`src/rtl/bmf_pkg.sv`:
```
package bmf_pkg;

  localparam int ROUNDS    = 256;
  localparam int RND_W     = (ROUNDS > 1) ? $clog2(ROUNDS) : 1;
  localparam int MIX_DEPTH = 32;
  localparam int MIX_AW    = $clog2(MIX_DEPTH);
  localparam int SW_W      = MIX_AW - 1;
  localparam int SW_LAST   = MIX_DEPTH / 2 - 1;
  localparam int SRC_W     = 128;

  localparam logic [1:0] CHUNK_4 = 2'd0;
  localparam logic [1:0] CHUNK_8 = 2'd1;

  localparam logic [3:0] MASK_4  = 4'd3;
  localparam logic [3:0] MASK_8  = 4'd7;
  localparam logic [3:0] MASK_16 = 4'd15;

  typedef struct packed {
    logic        clear_first;
    logic [1:0]  chunk_size;
    logic [63:0] src_low;
    logic [63:0] src_high;
  } in_t;

  typedef struct packed {
    logic [63:0] digest_word_0;
    logic [63:0] digest_word_1;
    logic [63:0] digest_word_2;
    logic [63:0] digest_word_3;
  } out_t;

  typedef enum logic [2:0] {
    ST_IDLE,
    ST_FETCH,
    ST_UPDATE,
    ST_SWEEP,
    ST_FLUSH,
    ST_DELIVER
  } state_t;

  typedef struct packed {
    logic start;
    logic fetch;
    logic update;
    logic sweep;
    logic load_out;
  } cmd_t;

  typedef struct packed {
    logic rnd_last;
    logic sw_last;
  } sts_t;

  function automatic logic [7:0] src_at(input logic [SRC_W-1:0] src, input logic [3:0] k);
    src_at = src[8*k +: 8];
  endfunction

  function automatic logic [3:0] chunk_mask(input logic [1:0] code);
    logic [3:0] m;
    unique case (code)
      CHUNK_4: m = MASK_4;
      CHUNK_8: m = MASK_8;
      default: m = MASK_16;
    endcase
    chunk_mask = m;
  endfunction

endpackage

```
`src/rtl/bmf_ctrl.sv`:
```
module bmf_ctrl (
  input  logic           clk,
  input  logic           rst,
  input  logic           in_valid,
  output logic           in_ready,
  output logic           out_valid,
  input  logic           out_ready,
  input  bmf_pkg::sts_t  sts,
  output bmf_pkg::cmd_t  cmd
);

  bmf_pkg::state_t state, state_next;
  logic            out_vld, out_vld_next;

  always_ff @(posedge clk) begin
    if (rst) begin
      state   <= bmf_pkg::ST_IDLE;
      out_vld <= 1'b0;
    end else begin
      state   <= state_next;
      out_vld <= out_vld_next;
    end
  end

  always_comb begin
    state_next = state;
    unique case (state)
      bmf_pkg::ST_IDLE: begin
        if (in_valid) state_next = bmf_pkg::ST_FETCH;
      end
      bmf_pkg::ST_FETCH: begin
        state_next = bmf_pkg::ST_UPDATE;
      end
      bmf_pkg::ST_UPDATE: begin
        state_next = sts.rnd_last ? bmf_pkg::ST_SWEEP : bmf_pkg::ST_FETCH;
      end
      bmf_pkg::ST_SWEEP: begin
        if (sts.sw_last) state_next = bmf_pkg::ST_FLUSH;
      end
      bmf_pkg::ST_FLUSH: begin
        state_next = bmf_pkg::ST_DELIVER;
      end
      bmf_pkg::ST_DELIVER: begin
        if (!out_vld || out_ready) state_next = bmf_pkg::ST_IDLE;
      end
      default: state_next = bmf_pkg::ST_IDLE;
    endcase
  end

  always_comb begin
    in_ready     = 1'b0;
    cmd          = '0;
    unique case (state)
      bmf_pkg::ST_IDLE: begin
        in_ready  = 1'b1;
        cmd.start = in_valid;
      end
      bmf_pkg::ST_FETCH:   cmd.fetch  = 1'b1;
      bmf_pkg::ST_UPDATE:  cmd.update = 1'b1;
      bmf_pkg::ST_SWEEP:   cmd.sweep  = 1'b1;
      bmf_pkg::ST_FLUSH:   cmd        = '0;
      bmf_pkg::ST_DELIVER: cmd.load_out = !out_vld || out_ready;
      default:             cmd        = '0;
    endcase
  end

  always_comb begin
    out_vld_next = out_vld;
    if (out_vld && out_ready) out_vld_next = 1'b0;
    if (cmd.load_out) out_vld_next = 1'b1;
  end

  assign out_valid = out_vld;

  a_start_fetch: assert property (@(posedge clk) disable iff (rst)
    (in_valid && in_ready) |=> (state == bmf_pkg::ST_FETCH))
    else $error("request accepted without starting a round");

  a_last_round: assert property (@(posedge clk) disable iff (rst)
    (state == bmf_pkg::ST_UPDATE && sts.rnd_last) |=> (state == bmf_pkg::ST_SWEEP))
    else $error("last round not followed by readout");

  a_load_valid: assert property (@(posedge clk) disable iff (rst)
    cmd.load_out |=> out_vld)
    else $error("result loaded but not presented");

  a_cmd_onehot: assert property (@(posedge clk) disable iff (rst)
    $onehot0({cmd.start, cmd.fetch, cmd.update, cmd.sweep, cmd.load_out}))
    else $error("more than one datapath command");

  a_no_overwrite: assert property (@(posedge clk) disable iff (rst)
    (out_vld && !out_ready) |-> !cmd.load_out)
    else $error("pending result overwritten");

endmodule

```
`src/rtl/bmf_datapath.sv`:
```
module bmf_datapath (
  input  logic           clk,
  input  logic           rst,
  input  bmf_pkg::in_t   in_data,
  input  bmf_pkg::cmd_t  cmd,
  output bmf_pkg::sts_t  sts,
  output bmf_pkg::out_t  out_data
);

  logic [7:0]                   mem [bmf_pkg::MIX_DEPTH];
  logic [bmf_pkg::MIX_DEPTH-1:0] vld;

  logic [bmf_pkg::SRC_W-1:0]    src_q;
  logic [3:0]                   mask_q;
  logic [7:0]                   acc_q;
  logic [bmf_pkg::RND_W-1:0]    rnd_q;
  logic [bmf_pkg::MIX_AW-1:0]   t_q;
  logic [bmf_pkg::SW_W-1:0]     sw_q;
  logic                         cap_q;
  logic [bmf_pkg::SW_W-1:0]     cap_idx_q;
  logic [7:0]                   rd0_q, rd1_q;
  logic                         rv0_q, rv1_q;
  logic [8*bmf_pkg::MIX_DEPTH-1:0] dig_buf;
  bmf_pkg::out_t                out_q;

  logic [7:0]                 r8, diff, tsum, usum, mixd, mixt, sub_b, new_b;
  logic [3:0]                 sidx, uidx;
  logic [bmf_pkg::MIX_AW-1:0] t_calc, ra0, ra1;

  always_comb begin
    r8     = 8'(rnd_q);
    diff   = r8 - acc_q;
    sidx   = diff[3:0] & mask_q;
    tsum   = r8 + acc_q + bmf_pkg::src_at(src_q, sidx);
    t_calc = tsum[bmf_pkg::MIX_AW-1:0];
    mixd   = rv0_q ? rd0_q : 8'd0;
    mixt   = rv1_q ? rd1_q : 8'd0;
    usum   = r8 + acc_q + mixd;
    uidx   = usum[3:0] & mask_q;
    sub_b  = bmf_pkg::src_at(src_q, uidx) ^ 8'h01;
    new_b  = mixt - sub_b;
    if (cmd.sweep) begin
      ra0 = {sw_q, 1'b0};
      ra1 = {sw_q, 1'b1};
    end else begin
      ra0 = diff[bmf_pkg::MIX_AW-1:0];
      ra1 = t_calc;
    end
  end

  // state memory, two registered read ports
  always_ff @(posedge clk) begin
    rd0_q <= mem[ra0];
    rd1_q <= mem[ra1];
    if (cmd.update) mem[t_q] <= new_b;
  end

  always_ff @(posedge clk) begin
    if (rst) begin
      vld   <= '0;
      cap_q <= 1'b0;
    end else begin
      if (cmd.start && in_data.clear_first) vld <= '0;
      else if (cmd.update) vld[t_q] <= 1'b1;
      cap_q <= cmd.sweep;
    end
  end

  always_ff @(posedge clk) begin
    rv0_q <= vld[ra0];
    rv1_q <= vld[ra1];
    cap_idx_q <= sw_q;
    if (cmd.start) begin
      src_q  <= {in_data.src_high, in_data.src_low};
      mask_q <= bmf_pkg::chunk_mask(in_data.chunk_size);
      acc_q  <= 8'd0;
      rnd_q  <= '0;
      sw_q   <= '0;
    end
    if (cmd.fetch) t_q <= t_calc;
    if (cmd.update) begin
      acc_q <= new_b;
      rnd_q <= rnd_q + 1'b1;
    end
    if (cmd.sweep) sw_q <= sw_q + 1'b1;
    if (cap_q) dig_buf[16*cap_idx_q +: 16] <= {(rv1_q ? rd1_q : 8'd0), (rv0_q ? rd0_q : 8'd0)};
    if (cmd.load_out) begin
      out_q.digest_word_0 <= dig_buf[63:0];
      out_q.digest_word_1 <= dig_buf[127:64];
      out_q.digest_word_2 <= dig_buf[191:128];
      out_q.digest_word_3 <= dig_buf[255:192];
    end
  end

  assign sts.rnd_last = (rnd_q == bmf_pkg::RND_W'(bmf_pkg::ROUNDS - 1));
  assign sts.sw_last  = (sw_q == bmf_pkg::SW_W'(bmf_pkg::SW_LAST));
  assign out_data     = out_q;

endmodule

```
`src/rtl/byte_mix_fingerprint.sv`:
```
// byte_mix_fingerprint keeps a 32-byte mixing state in a small two-read-port
// memory and absorbs one chunk of 4, 8 or 16 source bytes per request, then
// returns the whole state as four 64-bit words. Each of the ROUNDS rounds
// has a read step (FETCH) for the two state bytes the round depends on and
// a write step (UPDATE) for the updated byte, because every round needs the
// accumulator and memory contents left by the one before. After the rounds
// the state is read out two bytes a cycle. A new request is taken only once
// the previous result is loaded into the output register; that result can
// wait there while the next request runs. Clearing the state, at reset or by
// clear_first, clears per-byte valid flags; unflagged bytes read as zero.
module byte_mix_fingerprint (
  input  logic          clk,
  input  logic          rst,
  input  logic          in_valid,
  output logic          in_ready,
  input  bmf_pkg::in_t  in_data,
  output logic          out_valid,
  input  logic          out_ready,
  output bmf_pkg::out_t out_data
);

  bmf_pkg::cmd_t cmd;
  bmf_pkg::sts_t sts;

  bmf_ctrl u_ctrl (
    .clk       (clk),
    .rst       (rst),
    .in_valid  (in_valid),
    .in_ready  (in_ready),
    .out_valid (out_valid),
    .out_ready (out_ready),
    .sts       (sts),
    .cmd       (cmd)
  );

  bmf_datapath u_datapath (
    .clk      (clk),
    .rst      (rst),
    .in_data  (in_data),
    .cmd      (cmd),
    .sts      (sts),
    .out_data (out_data)
  );

endmodule
```
`config.mk`:
```
export PLATFORM = sky130hd
export DESIGN_NAME = byte_mix_fingerprint
export DESIGN_NICKNAME = d
export VERILOG_FILES = /design/src/rtl/bmf_pkg.sv /design/src/rtl/bmf_ctrl.sv /design/src/rtl/bmf_datapath.sv /design/src/rtl/byte_mix_fingerprint.sv
export SDC_FILE = /design/constraint.sdc
export NUM_CORES = 1
export LEC_CHECK = 0
export BUFFER_PORTS_ARGS = -buffer_cell sky130_fd_sc_hd__buf_2
export CAP_MARGIN = 15
export CORE_UTILIZATION = 30
export CTS_CLUSTER_SIZE = 40
export DETAILED_ROUTE_END_ITERATION = 16
export REMOVE_ABC_BUFFERS = 1
export SLEW_MARGIN = 20
export SYNTH_ARGS = -nofsm -noshare
export SYNTH_HDL_FRONTEND = slang
export SYNTH_SLANG_ARGS = --single-unit
```
`constraint.sdc`:
```
create_clock -name clk -period 22.3 [get_ports clk]
set_clock_uncertainty 0.15 [all_clocks]
set_input_delay 4.46 -clock clk [delete_from_list [all_inputs] [get_ports clk]]
set_output_delay 4.46 -clock clk [all_outputs]
set_load 0.02 [all_outputs]
```
### Word level (Yosys, flattened, before mapping)

Memories as Yosys holds them, arrays and structs flattened. A register that Yosys moved wholly into a read port is not among the register bits.
Index checks and enable logic that the tools add are counted.

| storage, ports and cells | value |
|---|---|
| flip-flop bits (word level) | 709 |
| bits in latches | 0 |
| bits in writable memories | 256 |
| ROM bits | 0 |
| input bits | 135 |
| word-level logic and storage cells | 94 |
| memories | 1 |

Memory list:

| name | words | bits a word | read ports | clocked after memory_dff | wr ports | line | RTL |
|---|---|---|---|---|---|---|---|
| u_datapath.mem | 32 | 8 | 2 | 2 | 1 | bmf_datapath.sv:10 | `logic [7:0] mem [bmf_pkg::MIX_DEPTH];` |

| cells by class | value |
|---|---|
| $add $sub $neg | 8 |
| $mul | 0 |
| divide/modulo/power cells | 0 |
| magnitude comparators | 4 |
| equal/unequal tests | 11 |
| shifts and indexed selects | 4 |
| mux-type cells | 32 |
| bitwise operators | 4 |
| reductions and logical operators | 12 |

Operators with widths:

| kind | number |
|---|---|
| 256-bit bitwise mux | 1 |
| 16-bit by 34-bit variable shift with 256-bit output, first input constant | 1 |
| 16-bit by 34-bit variable part select with 256-bit output | 1 |
| 128-bit by 8-bit variable part select with 5-bit output | 1 |
| 128-bit by 8-bit variable part select with 8-bit output | 1 |
| 8-bit negation with 34-bit output | 1 |
| 8-bit 2-to-1 mux | 4 |
| 32-bit bitwise OR | 1 |
| 5-bit by 6-bit < comparator with 1-bit output, second input constant | 3 |
| 3-bit case mux with 6 select lines | 1 |
| 5-bit 2-to-1 mux | 3 |
| 1-bit 2-to-1 mux | 13 |
| 5-bit adder | 2 |
| 1-bit binary-select mux with 5-bit select | 2 |
| 3-bit 2-to-1 mux | 3 |
| 8-bit by 1-bit adder with 8-bit output, second input constant | 1 |
| 4-bit AND | 2 |
| 8-bit == test, second input constant | 1 |
| 4-bit 2-to-1 mux | 2 |
| 4-bit case mux with 2 select lines | 1 |
| 8-bit subtractor | 1 |
| 3-bit by 2-bit == test with 1-bit output, second input constant | 2 |
| 3-bit == test, second input constant | 2 |
| 2-bit nonzero test | 3 |
| 19 further kinds | 22 |

### Depth between registers and ports, before layout

| logic depth | value |
|---|---|
| word-level depth | 7 |
| depth in mapped cells | 24 |
| gate-level depth less buffers | 20 |

### Hierarchy

Synthesis repeated with hierarchy kept, for this count alone.

| unflattened totals | value |
|---|---|
| cells, all modules | 2084 |
| area total of the unflattened synthesis | 38699.6 um^2 |

Modules (own cells, without submodules):

| module | instances | cells an instance | area each (um^2) |
|---|---|---|---|
| bmf_datapath | 1 | 2058 | 38473.1 |
| bmf_ctrl | 1 | 26 | 226.5 |

### Worst setup path before layout

No wires, ideal clock.

| path | value |
|---|---|
| path kind | input -> register |
| start point | input port out_ready |
| end point | register u_datapath.out_q (netlist bit u_datapath.out_data[0]) (enable) |
| library setup time | 0.906 ns |
| data arrival time | 15.810 ns |
| data required time | 21.244 ns |
| slack | 5.434 ns |
| cell stages on the path | 2 |
| path through | nand2b_1 -> nor2b_1 |

RTL lines:

| what | line | RTL |
|---|---|---|
| from (decl) | byte_mix_fingerprint.sv:18 | `input logic out_ready,` |
| to (decl) | bmf_datapath.sv:24 | `bmf_pkg::out_t out_q;` |

### Worst setup path after layout

| path | value |
|---|---|
| start point | register u_datapath.rnd_q (netlist bit u_datapath.r8[0]) |
| end point | register u_datapath.rd1_q[0], read port of u_datapath.mem |

| on the way | value |
|---|---|
| word-level cells in the longest chain between the ends | 5 |
| elaborated cells between the ends (all ways) | 6 |
| classes of those cells | add/sub (3); shift (1); mux (1); bitwise (1) |

RTL lines:

| what | line | RTL |
|---|---|---|
| from (decl) | bmf_datapath.sv:16 | `logic [bmf_pkg::RND_W-1:0] rnd_q;` |
| from (signal assigned) | bmf_datapath.sv:83 | `rnd_q <= rnd_q + 1'b1;` |
| 5-bit subtractor | bmf_datapath.sv:32 | `diff = r8 - acc_q;` |
| 4-bit AND | bmf_datapath.sv:33 | `sidx = diff[3:0] & mask_q;` |
| 128-bit by 8-bit variable part select with 5-bit output | bmf_pkg.sv:55 | `src_at = src[8*k +: 8];` |
| 5-bit adder * | bmf_datapath.sv:34 | `tsum = r8 + acc_q + bmf_pkg::src_at(src_q, sidx);` |
| net u_datapath.tsum[1] | bmf_datapath.sv:26 | `logic [7:0] r8, diff, tsum, usum, mixd, mixt, sub_b, new_b;` |
| 5-bit 2-to-1 mux * | bmf_datapath.sv:42 | `if (cmd.sweep) begin` |
| to (decl) | bmf_datapath.sv:21 | `logic [7:0] rd0_q, rd1_q;` |

The timed path passes the listed nets; every way through them passes the cells marked *.
A chain may end at the register's enable or synchronous reset.

==> qor.yml <==
power_and_ir_drop:
  sw_frac_of_total_pct: 34.7
  power_frac_clock_pct: 23.5
  p_total_mw: 6.57
  power_frac_seq_pct: 36.9
  comb_power_share_pct: 39.6
  power_leakage_nw: 13.9
  p_int_mw: 4.29
  power_density_nw_per_um2: 143
  netSwitchingPower_mw: 2.28
  peakVddDrop_v: 0.000163
finish:
  multi_input_area_um2: 9550
  syn_to_final_growth_pct: 18.4
  final_common_cell: "edfxtp_1"
  fin_cells: 4325
  seq_area_um2: 28800
  final_cell_mix: "edfxtp_1, buf_2, mux4_2"
  nets: 2676
  drive_gt1_share_pct: 34.1
  fillers: 11877
placement:
  gp_congestion: 0.780
  post-dp-hpwl_um: 66400
  post-place-cells: 4146
  port_buffers: 392
cts:
  clk-insertion-delay-late_ns: 0.68
  cts_num_sinks: 979
  cts.repair.resized: 0
  tritoncts: "yes"
  cts_buffer_depth: 3
  path_clk_slew_ns: 0.07
  cts_setup_buffers: 0
  cts-root-buf: "clkbuf_16"
  cts-htree-levels: 3
  cts_hold_buf: 0
  cts_made_buffers: 93
sta:
  rsz0062_at_grt: "no"
  hold_viol: 0
  final.setup.tns_ns: 0
  fmax_ghz: 0.156
  max-slew-margin-rel_pct: 22.1
  finalCritPeriodShare_pct: 28.7
  worst_pin_slew_ns: 1.16
  finalSetupViolCount: 0
  slew_violations: 0
  fin_crit_ns: 6.39
global_route:
  gr-total-overflow: 0
  grt_pass1_vias: 20650
  antenna_found_initial: 7
  grt_pass1_wl_um: 143000
  track_usage_pct: 15.0
  grt_max_degree: 170
synth:
  synthFlopType: "edfxtp_1"
  synth_enable_flop_cells: 920
  syn_area_um2: 38900
  ys_types: 62
  synth_cells: 2099
  avgSynthCellArea_um2: 18.5
  synth_warnings: 0
  ys_seq_elements: 979
  ys_seq_area_share_pct: 74.1
  synthArstFlopShare_pct: 0
route:
  vias: 20636
  dr.pass1.iters: 5
  drtIter0Drc: 1900
  drt-total-wl_um: 100000
  antenna_left: 0
  vias_per_cell: 4.77
  wire_per_inst_um: 23.2
  drc: 0
worst_setup_path:
  r2r_start: "u_datapath.r8[0]"
  crit_slowest_cell: "buf_4"
  path_cells: "inv_1 > ha_1 > inv_1 > fa_1 > buf_4 > mux4_2 > mux2_2 > nor2_1 > a21oi_1 > ha_1 > fa_1 > a21oi_4 > buf_4 > mux4_2 > mux2i_1 > mux2i_1 > mux2_4"
  rrSetupSlack_ns: 15.91
  arrival_ns: 6.80
  critical_path.max_fanout: 53
  worstSetupPathType: "reg2reg"
  cp-end-kind: "flip-flop"
  max_stage_delay_ns: 0.79
  cp-start-kind: "flip-flop"
  required_ns: 22.70
  cp-startpoint: "u_datapath.r8[0]"
die:
  coreArea_um2: 128000
  fp.dieW_um: 362
  rows: 131
  die_height_um: 362
  io_pins: 393
  initial_core_util_pct: 30.4
  dieArea_um2: 131000
worst_hold_path:
  hp-start: "u_datapath.dig_buf[196]"
  min_path_type: "reg2reg"
flow_run:
  max_cap_viol_count: 0
outcome:
  status: "complete, no violations"
## cell usage after synthesis, types with 6 or more instances
cell type,number,area (um2)
mux2i_1,79,791
a21oi_1,27,135
o21ai_0,15,75.1
mux4_2,205,4620
nor2_1,212,796
xor2_1,10,87.6
nor2b_1,6,37.5
o211ai_1,9,67.6
nand2b_1,10,62.6
ha_1,24,300
o21a_1,32,240
inv_1,33,124
nand3_1,22,110
mux2_4,9,135
buf_2,22,110
clkbuf_1,84,315
nand2_1,55,206
and2_1,11,68.8
mux2_2,21,236
edfxtp_1,920,27600
dfxtp_1,59,1180
xnor2_1,18,158
buf_1,10,37.5
buf_6,8,90.1
or3_1,8,50.1
nor3_1,133,666
## power by group through the flow
stage	sequential [mW]	combinational (mW)	clock, mW
after floorplan	2.46	1.80	0
after global placement	2.46	2.60	0
after detailed placement	2.46	2.62	0
after CTS	2.42	2.63	1.57
after global routing	2.43	2.75	1.64
final	2.42	2.60	1.54
## stage by stage
stage | cell area [um2] | hold WS [ns] | util, % | worst slack, ns
2_1_floorplan | 38300 | 0.250 | - | 5.43
3_3_place_gp | 43000 | 0.250 | 33.6 | 15.37
3_5_place_dp | 43000 | 0.255 | 33.6 | 15.35
4_1_cts | 46000 | 0.263 | 35.9 | 15.90
5_1_grt | 46000 | 0.264 | 35.9 | 15.73
6_report | 46000 | 0.257 | 36.0 | 15.91
## cell type report
cell class,count,area share (%)
Sequential cell,979,62.6
Multi-Input combinational cell,958,20.7
Clock buffer,104,5.21
Timing Repair Buffer,447,5.19
Tap cell,1729,4.70
Clock inverter,69,1.25
Inverter,33,0.275
Antenna cell,6,0.0326
## path summary, 6_finish.rpt
path | to | cells after the start
setup / recovery | u_datapath.rd1_q[0] | 17
hold / removal | u_datapath.out_data[4] | 0
setup reg to reg | u_datapath.rd1_q[0] | 17
hold reg to reg | u_datapath.out_data[4] | 0
## state kept, by name, summed over array words and instances (netlist names)
signal / flops
u_datapath.dig_buf: 256
u_datapath.mem: 256
u_datapath.out_data: 256
u_datapath.src_q: 128
u_datapath.vld: 32
u_datapath.r8: 8
u_datapath.rd0_q: 8
u_datapath.rd1_q: 8
u_datapath.acc_q: 5
u_datapath.t_q: 5
u_datapath.cap_idx_q: 4
u_datapath.sw_q: 4
u_ctrl.state: 3
u_datapath.mask_q: 2
u_ctrl.out_valid: 1
u_datapath.cap_q: 1
u_datapath.rv0_q: 1
u_datapath.rv1_q: 1
## cells by family after synthesis
| logic type | synth area share [%] |
|---|---|
| flops | 74.1 |
| fa+ha+maj | 1.11 |
| xor+xnor | 0.673 |
| buf+inv | 1.87 |
| mux | 14.9 |
| simple gates | 5.60 |
| compound gates | 1.79 |
## critical path: cells and delay by family, from the launching register on
family | cells | cell delay, ns
multiplexers | 6 | 2.01
AND/OR/NAND/NOR | 1 | 0.08
AO/OA/AOI/OAI | 2 | 0.76
flip-flops | 1 | 0.48
buffers and inverters | 4 | 1.27
adder cells (fa/ha/maj) | 4 | 1.46
## layer usage
layer | wire (um) | part of all wire, % | track usage (%) | up-vias
met5 | 0 | 0 | 0 | -
met4 | 1690 | 1.7 | 3.64 | 0
met3 | 6800 | 6.8 | 2.74 | 106
met2 | 51000 | 51 | 26.1 | 772
met1 | 40800 | 41 | 19.4 | 10665
li1 | - | - | - | 9093
Note: power is estimated with default switching activity, not from simulation.
